===== config.mk =====
export PLATFORM = sky130hd
export DESIGN_NAME = jpeg_coefficient_run_expander
export DESIGN_NICKNAME = d
export VERILOG_FILES = /design/src/jcre_pkg.sv /design/src/jcre_front.sv /design/src/jcre_queue.sv /design/src/jcre_back.sv /design/src/jpeg_coefficient_run_expander.sv
export VERILOG_INCLUDE_DIRS = /design/src /design/src/src
export SDC_FILE = /design/constraint.sdc
export NUM_CORES = 1
export LEC_CHECK = 0
export ABC_AREA = 1
export BUFFER_PORTS_ARGS = -buffer_cell sky130_fd_sc_hd__buf_4
export CAP_MARGIN = 20
export CORE_MARGIN = 10
export CORE_UTILIZATION = 55
export DETAILED_ROUTE_END_ITERATION = 6
export PLACE_DENSITY = 0.73
export SKIP_LAST_GASP = 1
export SYNTH_ARGS = -nofsm -noshare
export SYNTH_HDL_FRONTEND = slang
export SYNTH_HIERARCHICAL = 1
export SYNTH_SLANG_ARGS = --single-unit

===== constraint.sdc =====
create_clock -name clk -period 8.9 [get_ports clk]
set_input_delay 0 -clock clk [delete_from_list [all_inputs] [get_ports clk]]
set_output_delay 0 -clock clk [all_outputs]
set_load 0.05 [all_outputs]

===== src/assert_macros.svh =====
// ----------------------------------------------------------------------------
// Assertion macros
// Shared concurrent assertion forms, clocked on clk.
// ----------------------------------------------------------------------------
`ifndef ASSERT_MACROS_SVH
`define ASSERT_MACROS_SVH

// Checked only outside reset.
`define ASSERT_CLK(name, prop, msg) \
	name: assert property (@(posedge clk) disable iff (!arst_n) (prop)) else $error(msg);

// Checked at every edge, reset included.
`define ASSERT_ALWAYS(name, prop, msg) \
	name: assert property (@(posedge clk) (prop)) else $error(msg);

`endif


===== src/jcre_pkg.sv =====
// ----------------------------------------------------------------------------
// JPEG coefficient run expander package
// Shared types, codes and constants of the run expander.
// ----------------------------------------------------------------------------
package jcre_pkg;

	localparam int DEF_MAX_BLOCKS     = 10;
	localparam int DEF_MAX_COMPONENTS = 3;
	localparam int DEF_QUEUE_DEPTH    = 2;
	localparam int COEFFS_PER_BLOCK   = 64;
	localparam int MAX_SIZE_BITS      = 11;
	localparam int ZRL_SKIP           = 16;
	localparam int SF_BYTES           = 3;

	localparam int CFG_INDEX_W = 1;
	localparam int CFG_DATA_W  = 24;
	localparam int TOTAL_W     = 10;

	localparam logic [1:0] CMD_SYMBOL  = 2'd0;
	localparam logic [1:0] CMD_RESTART = 2'd1;
	localparam logic [1:0] CMD_SCAN    = 2'd2;

	localparam logic [7:0] EOB_SYMBOL = 8'h00;
	localparam logic [7:0] ZRL_SYMBOL = 8'hF0;

	localparam logic [CFG_INDEX_W-1:0] REG_COMPONENT_COUNT = 1'd0;
	localparam logic [CFG_INDEX_W-1:0] REG_SAMPLING        = 1'd1;

	localparam logic [1:0]            COUNT_RESET    = 2'd1;
	localparam logic [CFG_DATA_W-1:0] SAMPLING_RESET = 24'h111111;

	typedef struct packed {
		logic [1:0]  command;
		logic [7:0]  symbol;
		logic [10:0] extra_bits;
	} in_item_t;

	typedef struct packed {
		logic [1:0]         component;
		logic [3:0]         block_slot;
		logic [5:0]         position;
		logic signed [15:0] coefficient;
		logic               coefficient_valid;
		logic               block_done;
		logic               mcu_done;
		logic               run_error;
	} out_item_t;

	typedef enum logic [1:0] {
		KIND_SYMBOL = 2'd0,
		KIND_CLEAR  = 2'd1,
		KIND_NONE   = 2'd2
	} kind_t;

	// Classified item as it waits in the queue.
	typedef struct packed {
		kind_t              kind;
		logic               dc_bad;
		logic               eob;
		logic               zrl;
		logic               ac_bad;
		logic [3:0]         run;
		logic signed [11:0] dc_mag;
		logic signed [11:0] ac_mag;
	} fe_item_t;

	// JPEG sign extension of the low size bits; zero for sizes outside 1..11.
	function automatic logic signed [11:0] magnitude(input logic [10:0] bits,
			input logic [3:0] size);
		logic [10:0] mask;
		logic [10:0] v;
		mask = 11'((12'd1 << size) - 12'd1);
		v = bits & mask;
		if (size == 4'd0 || size > 4'(MAX_SIZE_BITS)) begin
			return 12'sd0;
		end
		if (v[size - 4'd1]) begin
			return signed'({1'b0, v});
		end
		return signed'({1'b0, v} - {1'b0, mask});
	endfunction

endpackage


===== src/jcre_front.sv =====
// ----------------------------------------------------------------------------
// Run expander front end
// Accepts input items and classifies commands and symbols for the back end.
// ----------------------------------------------------------------------------
module jcre_front (
	input  logic              in_valid,
	output logic              in_stall,
	input  jcre_pkg::in_item_t in_data,
	input  logic              queue_full,
	output logic              push,
	output jcre_pkg::fe_item_t push_data
);
	import jcre_pkg::*;

	assign in_stall = queue_full;
	assign push     = in_valid && !queue_full;

	always_comb begin
		push_data = '0;
		unique case (in_data.command)
			CMD_SYMBOL:            push_data.kind = KIND_SYMBOL;
			CMD_RESTART, CMD_SCAN: push_data.kind = KIND_CLEAR;
			default:               push_data.kind = KIND_NONE;
		endcase
		// Both readings of the symbol are prepared; the back end picks by position.
		push_data.dc_bad = in_data.symbol > 8'(MAX_SIZE_BITS);
		push_data.dc_mag = (in_data.symbol[7:4] == 4'd0)
			? magnitude(in_data.extra_bits, in_data.symbol[3:0]) : 12'sd0;
		push_data.eob    = in_data.symbol == EOB_SYMBOL;
		push_data.zrl    = in_data.symbol == ZRL_SYMBOL;
		push_data.ac_bad = in_data.symbol[3:0] > 4'(MAX_SIZE_BITS);
		push_data.run    = in_data.symbol[7:4];
		push_data.ac_mag = magnitude(in_data.extra_bits, in_data.symbol[3:0]);
	end

endmodule


===== src/jcre_queue.sv =====
// ----------------------------------------------------------------------------
// Run expander item queue
// Small register queue between front end and back end.
// ----------------------------------------------------------------------------
module jcre_queue #(
	parameter int DEPTH = jcre_pkg::DEF_QUEUE_DEPTH
) (
	input  logic               clk,
	input  logic               arst_n,
	input  logic               push,
	input  jcre_pkg::fe_item_t push_data,
	input  logic               pop,
	output jcre_pkg::fe_item_t head,
	output logic               not_empty,
	output logic               full
);
	import jcre_pkg::*;

	localparam int PTR_W = $clog2(DEPTH);
	localparam int CNT_W = $clog2(DEPTH + 1);

	fe_item_t           entry_q [DEPTH];
	logic [PTR_W-1:0]   wr_ptr_q;
	logic [PTR_W-1:0]   rd_ptr_q;
	logic [CNT_W-1:0]   count_q;

	assign not_empty = count_q != '0;
	assign full      = count_q == CNT_W'(DEPTH);
	assign head      = entry_q[rd_ptr_q];

	always_ff @(posedge clk) begin
		if (push) begin
			entry_q[wr_ptr_q] <= push_data;
		end
	end

	always_ff @(posedge clk or negedge arst_n) begin
		if (!arst_n) begin
			wr_ptr_q <= '0;
			rd_ptr_q <= '0;
			count_q  <= '0;
		end else begin
			if (push) begin
				wr_ptr_q <= (wr_ptr_q == PTR_W'(DEPTH - 1)) ? '0 : wr_ptr_q + PTR_W'(1);
			end
			if (pop) begin
				rd_ptr_q <= (rd_ptr_q == PTR_W'(DEPTH - 1)) ? '0 : rd_ptr_q + PTR_W'(1);
			end
			if (push && !pop) begin
				count_q <= count_q + CNT_W'(1);
			end else if (pop && !push) begin
				count_q <= count_q - CNT_W'(1);
			end
		end
	end

	`include "assert_macros.svh"

	`ASSERT_CLK(a_count_bound, count_q <= CNT_W'(DEPTH), "queue count above depth")
	`ASSERT_CLK(a_pop_only, (pop && !push) |=> count_q == $past(count_q) - CNT_W'(1), "pop lost")
	`ASSERT_CLK(a_ptr_gap, (count_q == '0) |-> (wr_ptr_q == rd_ptr_q), "pointers out of step")

endmodule


===== src/jcre_back.sv =====
// ----------------------------------------------------------------------------
// Run expander back end
// Holds layout, predictors and position; turns classified items into results.
// ----------------------------------------------------------------------------
module jcre_back #(
	parameter int MAX_BLOCKS     = jcre_pkg::DEF_MAX_BLOCKS,
	parameter int MAX_COMPONENTS = jcre_pkg::DEF_MAX_COMPONENTS
) (
	input  logic                                clk,
	input  logic                                arst_n,
	input  logic                                cfg_write,
	input  logic [jcre_pkg::CFG_INDEX_W-1:0]    cfg_index,
	input  logic [jcre_pkg::CFG_DATA_W-1:0]     cfg_data,
	input  jcre_pkg::fe_item_t                  head,
	input  logic                                not_empty,
	output logic                                pop,
	output logic                                out_valid,
	input  logic                                out_stall,
	output jcre_pkg::out_item_t                 out_data
);
	import jcre_pkg::*;

	localparam int SF_EXT_W = 8 * ((MAX_COMPONENTS > SF_BYTES) ? MAX_COMPONENTS : SF_BYTES);

	logic [1:0]            count_q;
	logic [CFG_DATA_W-1:0] sampling_q;

	// Layout derived from the registers, updated in the cycle after they change.
	logic [TOTAL_W-1:0] bound_q [MAX_COMPONENTS];
	logic [TOTAL_W-1:0] total_q;
	logic               layout_bad_q;
	logic [TOTAL_W-1:0] bound_d [MAX_COMPONENTS];
	logic [TOTAL_W-1:0] total_d;

	logic signed [15:0] pred_q [MAX_COMPONENTS];
	logic [5:0]         cidx_q;
	logic [3:0]         cur_q;
	logic               out_valid_q;
	out_item_t          out_q;

	logic               pred_we;
	logic signed [15:0] pred_new;
	logic signed [15:0] pred_sel;
	logic [5:0]         cidx_d;
	logic [3:0]         cur_d;
	logic               clear;
	logic [1:0]         comp;
	logic [3:0]         cur_eff;
	logic [6:0]         zrl_next;
	logic [6:0]         target;
	logic [4:0]         next_block;
	logic               found;
	out_item_t          res;

	assign pop       = not_empty && (!out_valid_q || !out_stall);
	assign out_valid = out_valid_q;
	assign out_data  = out_q;

	always_comb begin
		logic [2:0]         ncomp;
		logic [SF_EXT_W-1:0] sf_ext;
		logic [7:0]          sf_byte;
		logic [7:0]          blocks;
		logic [TOTAL_W-1:0]  acc;
		ncomp = {1'b0, count_q};
		if (ncomp == 3'd0) begin
			ncomp = 3'd1;
		end
		if (ncomp > 3'(MAX_COMPONENTS)) begin
			ncomp = 3'(MAX_COMPONENTS);
		end
		sf_ext = SF_EXT_W'(sampling_q);
		acc = '0;
		for (int c = 0; c < MAX_COMPONENTS; c++) begin
			sf_byte = sf_ext[8*c +: 8];
			blocks = (3'(c) < ncomp)
				? {4'd0, sf_byte[7:4]} * {4'd0, sf_byte[3:0]} : 8'd0;
			acc = acc + TOTAL_W'(blocks);
			bound_d[c] = acc;
		end
		total_d = acc;
	end

	always_ff @(posedge clk) begin
		bound_q      <= bound_d;
		total_q      <= total_d;
		layout_bad_q <= (total_d == '0) || (total_d > TOTAL_W'(MAX_BLOCKS));
		out_q        <= pop ? res : out_q;
	end

	always_ff @(posedge clk or negedge arst_n) begin
		if (!arst_n) begin
			count_q    <= COUNT_RESET;
			sampling_q <= SAMPLING_RESET;
		end else if (cfg_write) begin
			unique case (cfg_index)
				REG_COMPONENT_COUNT: count_q    <= cfg_data[1:0];
				REG_SAMPLING:        sampling_q <= cfg_data;
				default: ;
			endcase
		end
	end

	always_comb begin
		res      = '0;
		pred_we  = 1'b0;
		pred_new = '0;
		pred_sel = '0;
		cidx_d   = cidx_q;
		cur_d    = cur_q;
		clear    = 1'b0;
		comp     = '0;
		found    = 1'b0;
		zrl_next = {1'b0, cidx_q} + 7'(ZRL_SKIP);
		target   = {1'b0, cidx_q} + {3'd0, head.run};
		cur_eff  = (TOTAL_W'(cur_q) >= total_q) ? 4'd0 : cur_q;
		for (int c = 0; c < MAX_COMPONENTS; c++) begin
			if (!found && TOTAL_W'(cur_eff) < bound_q[c]) begin
				comp  = 2'(c);
				found = 1'b1;
			end
		end
		for (int c = 0; c < MAX_COMPONENTS; c++) begin
			if (comp == 2'(c)) begin
				pred_sel = pred_q[c];
			end
		end
		next_block = {1'b0, cur_eff} + 5'd1;

		unique case (head.kind)
			KIND_CLEAR: clear = 1'b1;
			KIND_SYMBOL: begin
				if (layout_bad_q) begin
					res.run_error = 1'b1;
				end else begin
					cur_d = cur_eff;
					res.component  = comp;
					res.block_slot = cur_eff;
					if (cidx_q == '0) begin
						if (head.dc_bad) begin
							res.run_error  = 1'b1;
							res.block_done = 1'b1;
						end else begin
							pred_new = pred_sel + 16'(head.dc_mag);
							pred_we  = 1'b1;
							res.coefficient       = pred_new;
							res.coefficient_valid = 1'b1;
							cidx_d = 6'd1;
						end
					end else if (head.eob) begin
						res.block_done = 1'b1;
					end else if (head.zrl) begin
						if (zrl_next >= 7'(COEFFS_PER_BLOCK)) begin
							res.run_error  = zrl_next > 7'(COEFFS_PER_BLOCK);
							res.block_done = 1'b1;
						end else begin
							cidx_d = zrl_next[5:0];
						end
					end else if (head.ac_bad || target >= 7'(COEFFS_PER_BLOCK)) begin
						res.run_error  = 1'b1;
						res.block_done = 1'b1;
					end else begin
						res.coefficient       = 16'(head.ac_mag);
						res.coefficient_valid = 1'b1;
						res.position          = target[5:0];
						cidx_d = target[5:0] + 6'd1;
						// Writing the last position closes the block by itself.
						res.block_done = target[5:0] == 6'(COEFFS_PER_BLOCK - 1);
					end
					if (res.block_done) begin
						cidx_d = '0;
						if (TOTAL_W'(next_block) >= total_q) begin
							cur_d        = '0;
							res.mcu_done = 1'b1;
						end else begin
							cur_d = next_block[3:0];
						end
					end
				end
			end
			default: ;
		endcase
	end

	always_ff @(posedge clk or negedge arst_n) begin
		if (!arst_n) begin
			for (int c = 0; c < MAX_COMPONENTS; c++) begin
				pred_q[c] <= '0;
			end
			cidx_q      <= '0;
			cur_q       <= '0;
			out_valid_q <= 1'b0;
		end else begin
			if (pop) begin
				out_valid_q <= 1'b1;
				if (clear) begin
					for (int c = 0; c < MAX_COMPONENTS; c++) begin
						pred_q[c] <= '0;
					end
					cidx_q <= '0;
					cur_q  <= '0;
				end else begin
					for (int c = 0; c < MAX_COMPONENTS; c++) begin
						if (pred_we && comp == 2'(c)) begin
							pred_q[c] <= pred_new;
						end
					end
					cidx_q <= cidx_d;
					cur_q  <= cur_d;
				end
			end else if (!out_stall) begin
				out_valid_q <= 1'b0;
			end
		end
	end

	`include "assert_macros.svh"

	`ASSERT_CLK(a_mcu_in_block, (out_valid_q && out_q.mcu_done) |-> out_q.block_done,
		"MCU end without block end")
	`ASSERT_CLK(a_no_write_on_error,
		(out_valid_q && out_q.coefficient_valid) |-> !out_q.run_error,
		"coefficient written with an error")
	`ASSERT_CLK(a_clear_state, (pop && head.kind == KIND_CLEAR) |=>
		(cidx_q == '0 && cur_q == '0), "restart did not clear position")
	`ASSERT_CLK(a_block_end_pos, (pop && res.block_done) |=> cidx_q == '0,
		"position not reset at block end")

endmodule


===== src/jpeg_coefficient_run_expander.sv =====
// ----------------------------------------------------------------------------
// JPEG coefficient run expander
// Expands decoded baseline JPEG symbols into coefficient positions and values.
// ----------------------------------------------------------------------------
// An accepted item is held in the queue; its result is registered in the
// back end, then offered. Throughput: one item per cycle while not stalled.
// A two-entry queue lets the input side keep moving while a result is stalled.
// Reset clears predictors, position and block counter, and returns the
// registers to one component with all sampling factors 1.
module jpeg_coefficient_run_expander #(
	parameter int MAX_BLOCKS     = jcre_pkg::DEF_MAX_BLOCKS,
	parameter int MAX_COMPONENTS = jcre_pkg::DEF_MAX_COMPONENTS,
	parameter int QUEUE_DEPTH    = jcre_pkg::DEF_QUEUE_DEPTH
) (
	input  logic                             clk,
	input  logic                             arst_n,
	input  logic                             cfg_write,
	input  logic [jcre_pkg::CFG_INDEX_W-1:0] cfg_index,
	input  logic [jcre_pkg::CFG_DATA_W-1:0]  cfg_data,
	input  logic                             in_valid,
	output logic                             in_stall,
	input  jcre_pkg::in_item_t               in_data,
	output logic                             out_valid,
	input  logic                             out_stall,
	output jcre_pkg::out_item_t              out_data
);
	import jcre_pkg::*;

	logic     push;
	logic     pop;
	logic     queue_full;
	logic     not_empty;
	fe_item_t push_data;
	fe_item_t head;

	jcre_front u_front (
		.in_valid   (in_valid),
		.in_stall   (in_stall),
		.in_data    (in_data),
		.queue_full (queue_full),
		.push       (push),
		.push_data  (push_data)
	);

	jcre_queue #(
		.DEPTH (QUEUE_DEPTH)
	) u_queue (
		.clk       (clk),
		.arst_n    (arst_n),
		.push      (push),
		.push_data (push_data),
		.pop       (pop),
		.head      (head),
		.not_empty (not_empty),
		.full      (queue_full)
	);

	jcre_back #(
		.MAX_BLOCKS     (MAX_BLOCKS),
		.MAX_COMPONENTS (MAX_COMPONENTS)
	) u_back (
		.clk       (clk),
		.arst_n    (arst_n),
		.cfg_write (cfg_write),
		.cfg_index (cfg_index),
		.cfg_data  (cfg_data),
		.head      (head),
		.not_empty (not_empty),
		.pop       (pop),
		.out_valid (out_valid),
		.out_stall (out_stall),
		.out_data  (out_data)
	);

endmodule

==> flow_metrics.tcl, run 1 <==
set metrics [dict create \
    grt_pass1_vias 10100 \
    drc 0 \
    rows 57 \
    min_to "u_queue/entry_q[1][9]" \
    layout_setup_ws_ps 3090 \
    status "complete, no violations" \
    syn_inst 1477 \
    yosysMostFrequentCell "nand2_1" \
    cts_setup_buffers 0 \
    diodes 0 \
    dpl.hpwl_mm 21.6 \
    fp.dieArea_um2 31300 \
    max-slew-margin-rel_pct 29.0 \
    dp_worst_setup_slack_ps 3140 \
    finalNetCount 1776 \
    avgSynthCellArea_um2 9.16 \
    cp.required_ps 9160 \
    fp.dieH_um 177 \
    arrival_ps 6070 \
    cpMaxStageDelayCell "fa_1" \
    endpoint_kind "flop" \
    gp_congestion 0.904 \
    synthTopCellsByCount "nand2_1, inv_1, nor2_1" \
    worst-setup-path-type "flop to flop" \
    timing.final.crit_period_ps 5810 \
    antenna_found_initial 0 \
    grt_max_degree 58 \
    peakVddDrop_mv 0.175 \
    yosys_register_bits 217 \
    final.setup.tns_ps 0 \
    stdcell_area_um2 15600 \
    die_x_um 177 \
    ant_nets 0 \
    vias 10200 \
    maxCapViolCount 0 \
    finalNonFillerCells 1944 \
    crit_start "u_back/cur_q[0]" \
    fin_skew_ps 11.7 \
    hold_depth 5 \
    cts_root_buf "clkbuf_16" \
    reg2reg_slack_ps 3090 \
    setup_viol 0 \
    cts_tree "yes" \
    p_leak_uw 0.00777 \
    fin_crit_sh_pct 65.3 \
    slew_violations 0 \
    core_area_um2 24200 \
    nFillCells 2018 \
    tightest_slew_ps 1060 \
    drive_gt1_share_pct 18.3 \
    portBuffers 84 \
    cts.htree.levels 1 \
    ys_top_cells_by_area "edfxtp_1, dfrtp_1, ha_1" \
    track_usage_pct 19.0 \
    synth_top_area_share_pct 22.2 \
    power_uw 4600 \
    dpl.cell_count 1854 \
    synth_nets 1650 \
    ys.flop_type "edfxtp_1" \
    ys_warn_count 6 \
    clkTransAtPathRegs_ps 60 \
    yosys.area.top_type "edfxtp_1" \
    worstPathMaxFanout 18 \
    clockBufferDepth 3 \
    cts_num_sinks 217 \
    min_from "in_data[9]" \
    cts_buffers 23 \
    grt_pass1_wl_mm 49.2 \
    synth.distinct_cells 60 \
    grt-ovfl-total 0 \
    ios 85 \
    critPathMaxStageDelay_ps 430 \
    drt_iter0_drc 660 \
    cp-start-kind "flop" \
    insertion_delay_ps 520 \
    async_flop_share_pct 41.0 \
    start_util_pct 55.8 \
    vias_per_cell 5.23 \
    post_dp_cell_area_um2 14300 \
    rsz0062_at_grt "no" \
    ys_seq_area_share_pct 42.9 \
    r2r_start "u_back/cur_q[0]" \
    wire_per_inst_um 15.3 \
    area_delta_synth_final_pct 15.3 \
    power_density_nw_per_um2 295 \
    routed_wl_mm 29.7 \
    synth_edf_count 100 \
    reg2reg_to "u_back/out_data[16]" \
    worstRegToRegCells 36 \
    firstDrtPassIters 6 \
    synthesis.area_um2 13500 \
    hold_viol_final 0 \
    min_path_type "input pin to flop" \
    fmax_mhz 172 \
]
==> power breakdown <==
part,internal [µW],switching (µW)
clock network,557,390
registers,1330,145
logic,783,1400
==> state kept, by name, summed over array words and instances, names as in the netlist <==
name,flops
u_queue/entry_q,68
u_back/pred_q,48
u_back/out_data,32
u_back/sampling_q,24
u_back/bound_q,17
u_back/total_q,10
u_back/cidx_q,6
u_back/cur_q,4
u_back/count_q,2
u_queue/count_q,2
u_back/layout_bad_q,1
u_back/out_valid,1
u_queue/rd_ptr_q,1
u_queue/wr_ptr_q,1
==> critical path: cells and delay by family, from the launching register on <==
| family | cells | cell delay (ps) |
|---|---|---|
| and+or+nand+nor | 17 | 2140 |
| AOI/OAI and AO/OA | 9 | 1440 |
| adders and majority gates | 3 | 1020 |
| buffers and inverters | 7 | 510 |
| DFF | 1 | 410 |
==> logic make-up (layout without fill, tap and decap cells) <==
family	after synthesis	after routing	share of synthesized area, %
adders and majority gates	122	122	12.2
DFF	217	217	42.9
xor gates and xnor gates	30	30	1.94
and+or+nand+nor	605	605	21.3
AOI/OAI and AO/OA	190	190	7.99
muxes	56	56	5.47
buffers and inverters	257	400	8.26
==> per-layer routing <==
layer,global-route usage [%],routed length (µm),up-vias,share of wire (%)
met5,0,0,-,0
met4,4.83,492,0,1.7
met3,2.97,1680,36,5.7
met2,31.2,13800,253,47
met1,25.7,13600,4731,46
li1,-,-,5143,-
==> how the worst max path moves through the flow <==
stage	to	depth (start not counted)
floorplan	u_back/out_data[16]	38
global placement	u_back/out_data[16]	35
detailed placement	u_back/out_data[16]	36
CTS	u_back/out_data[16]	36
global route	u_back/out_data[16]	35
finish	u_back/out_data[16]	36
==> repair_timing <==
action,in CTS,in global routing
hold buffers,44,2
gates resized for setup,0,0
endpoints found under the hold margin,93,1
==> layout make-up <==
cell class / count / area, µm² / share of cell area [%]
Timing Repair Buffer: 139 / 1200 / 7.69
Inverter: 219 / 831 / 5.33
Clock buffer: 33 / 634 / 4.07
Clock inverter: 9 / 108 / 0.690
Multi-Input combinational cell: 1003 / 6610 / 42.4
Sequential cell: 217 / 5800 / 37.2
Tap cell: 324 / 405 / 2.60
==> cells in the final DEF (no fill, tap or decap), types with 4 or more instances in the layout <==
cell / Yosys / final
nand2_1: 298 / 298
inv_1: 206 / 206
nor2_1: 113 / 112
ha_1: 106 / 106
edfxtp_1: 100 / 100
buf_4: 5 / 91
dfrtp_1: 82 / 81
nand3_1: 72 / 72
a21oi_1: 58 / 58
o21ai_1: 49 / 49
dlygate4sd3_1: 0 / 46
o21ai_0: 32 / 32
mux2_4: 29 / 29
dfxtp_1: 28 / 28
mux2_2: 27 / 27
nand3_2: 26 / 26
clkbuf_16: 0 / 24
xor2_1: 20 / 20
o22ai_1: 18 / 18
fa_1: 16 / 16
nor2_2: 14 / 15
nand2_2: 15 / 15
nor3_1: 15 / 15
nand4_1: 14 / 14
xnor2_1: 10 / 10
inv_2: 10 / 10
o21ai_2: 10 / 10
clkbuf_1: 13 / 9
nand2_4: 7 / 7
dfstp_2: 7 / 7
nand3b_1: 7 / 7
or2_2: 6 / 6
clkinv_2: 1 / 4
a21o_1: 4 / 4
==> through the flow <==
stage	hold slack (ps)	util, %
finish	38.7	64.3
global route	51.2	64.3
CTS	22.5	64.0
detailed placement	-2.13	59.1
global placement	-16.3	59.1
floorplan	-296	-
No activity file was read; power rests on OpenSTA's default activity.
==> run 2, diff against run 1 <==
==> constraint.sdc (replaced) <==
create_clock -name clk -period 5.82 [get_ports clk]
set_input_delay 0 -clock clk [delete_from_list [all_inputs] [get_ports clk]]
set_output_delay 0 -clock clk [all_outputs]
set_load 0.05 [all_outputs]
==> flow_metrics.tcl, run 2 (synthesis gave the netlist of run 1 again) <==
set metrics [dict create \
    fmax_mhz 190 \
    reg2reg_to "u_back/out_data[16]" \
    post_dp_cell_area_um2 14400 \
    dpl.hpwl_mm 21.4 \
    ant_nets 0 \
    arrival_ps 5520 \
    drc 0 \
    antenna_found_initial 0 \
    gp_congestion 0.917 \
    layout_setup_ws_ps 561 \
    maxCapViolCount 0 \
    cpLargestDelayFamily "simple AND/OR/NAND/NOR gates" \
    drt_iter0_drc 664 \
    fin_skew_ps 13.1 \
    cpMaxStageDelayCell "fa_1" \
    peakVddDrop_mv 0.270 \
    slew_violations 0 \
    hold_depth 5 \
    min_to "u_queue/entry_q[1][2]" \
    die_x_um 177 \
    min_path_type "input pin to flop" \
    status "complete, no violations" \
    diodes 0 \
    tightest_slew_ps 1020 \
    nFillCells 1982 \
    grt_pass1_wl_mm 48.6 \
    post-route-util_pct 64.6 \
    timing.final.crit_period_ps 5260 \
    layout_common_cells "nand2_1, inv_1, nor2_1" \
    cp-start-kind "flop" \
    stdcell_area_um2 15700 \
    cts_tree "yes" \
    grt_max_degree 59 \
    final.setup.tns_ps 0 \
    reg2reg_slack_ps 560 \
    track_usage_pct 18.6 \
    finalNetCount 1781 \
    vias_per_cell 5.21 \
    rows 57 \
    portBuffers 84 \
    max-slew-margin-rel_pct 31.6 \
    firstDrtPassIters 5 \
    grt_pass1_vias 9915 \
    power_density_nw_per_um2 452 \
    routed_wl_mm 29.0 \
    largest_register_ffs 68 \
    endpoint_kind "flop" \
    critPathMaxStageDelay_ps 440 \
    clkTransAtPathRegs_ps 60 \
    cp.required_ps 6080 \
    clockBufferDepth 3 \
    regMostFlops "u_queue/entry_q" \
    cts_num_sinks 217 \
    grt-ovfl-total 0 \
    drive_gt1_share_pct 19.0 \
    insertion_delay_ps 520 \
    core_area_um2 24200 \
    start_util_pct 55.8 \
    fin_crit_sh_pct 90.4 \
    vias 10200 \
    cts_buffers 24 \
    min_from "in_data[2]" \
    area_delta_synth_final_pct 15.9 \
    dp_worst_setup_slack_ps 479 \
    worstPathMaxFanout 15 \
    cts_root_buf "clkbuf_16" \
    worstRegToRegCells 37 \
    fp.dieArea_um2 31300 \
    hold_viol_final 0 \
    r2r_start "u_back/cur_q[0]" \
    p_leak_uw 0.00782 \
    wire_per_inst_um 14.9 \
    cts.htree.levels 1 \
    rsz0062_at_grt "no" \
    crit_buf_inv 8 \
    worst-setup-path-type "flop to flop" \
    ios 85 \
    setup_viol 0 \
    final_common_cell "nand2_1" \
    fp.dieH_um 177 \
]
run 2: cell type report:
type | instances | area [µm²] | share of cell area, %
sequential | 217 | 5800 | 37.0
tap | 324 | 405 | 2.59
clock inverter | 8 | 71.3 | 0.455
multi-input combinational | 1003 | 6630 | 42.3
inverter | 219 | 831 | 5.30
timing repair buffer | 143 | 1220 | 7.82
clock buffer | 36 | 708 | 4.52
run 2: what timing repair did:
action / in CTS / in global routing
gates resized for setup: 0 / 5
endpoints found under the hold margin: 92 / 0
setup buffers: 0 / 1
hold buffers: 44 / 0
setup endpoints to repair: 0 / 4
run 2: how the worst max path moves through the flow:
stage          cells after the start            start             endpoint
3_3_place_gp                      37  u_back/cur_q[0]  u_back/out_data[16]
4_1_cts                           34  u_back/cur_q[0]  u_back/out_data[16]
3_5_place_dp                      34  u_back/cur_q[0]  u_back/out_data[16]
6_report                          37  u_back/cur_q[0]  u_back/out_data[16]
2_1_floorplan                     38  u_back/cur_q[0]  u_back/out_data[16]
5_1_grt                           37  u_back/cur_q[0]  u_back/out_data[16]
run 2: report_power, final:
| group | internal, µW | total, µW | switching [µW] |
|---|---|---|---|
| sequential | 2030 | 2190 | 159 |
| combinational | 1210 | 3400 | 2190 |
| clock | 886 | 1490 | 603 |
| total | 4120 | 7080 | 2960 |
run 2: through the flow:
stage,instances,power [µW],hold slack (ps)
5_1_grt,1950,7620,51.5
3_3_place_gp,1859,5460,-22.3
3_5_place_dp,1859,5550,-14.2
2_1_floorplan,1477,4800,-296
4_1_cts,1947,7100,17.0
6_report,1950,7080,32.0
run 2: tightest hold or removal path, stage by stage:
cell     delay [ps]
buf_4            80
nand3_1         110
nand2_2          90
nand3_2          70
inv_1            70
run 2: per-layer routing:
metal	up-vias	GRT usage, %	share of wire [%]
met1	4730	25.8	47
li1	5159	-	-
met2	240	30.2	46
met5	-	0	0
met4	0	4.17	1.7
met3	36	2.90	5.8
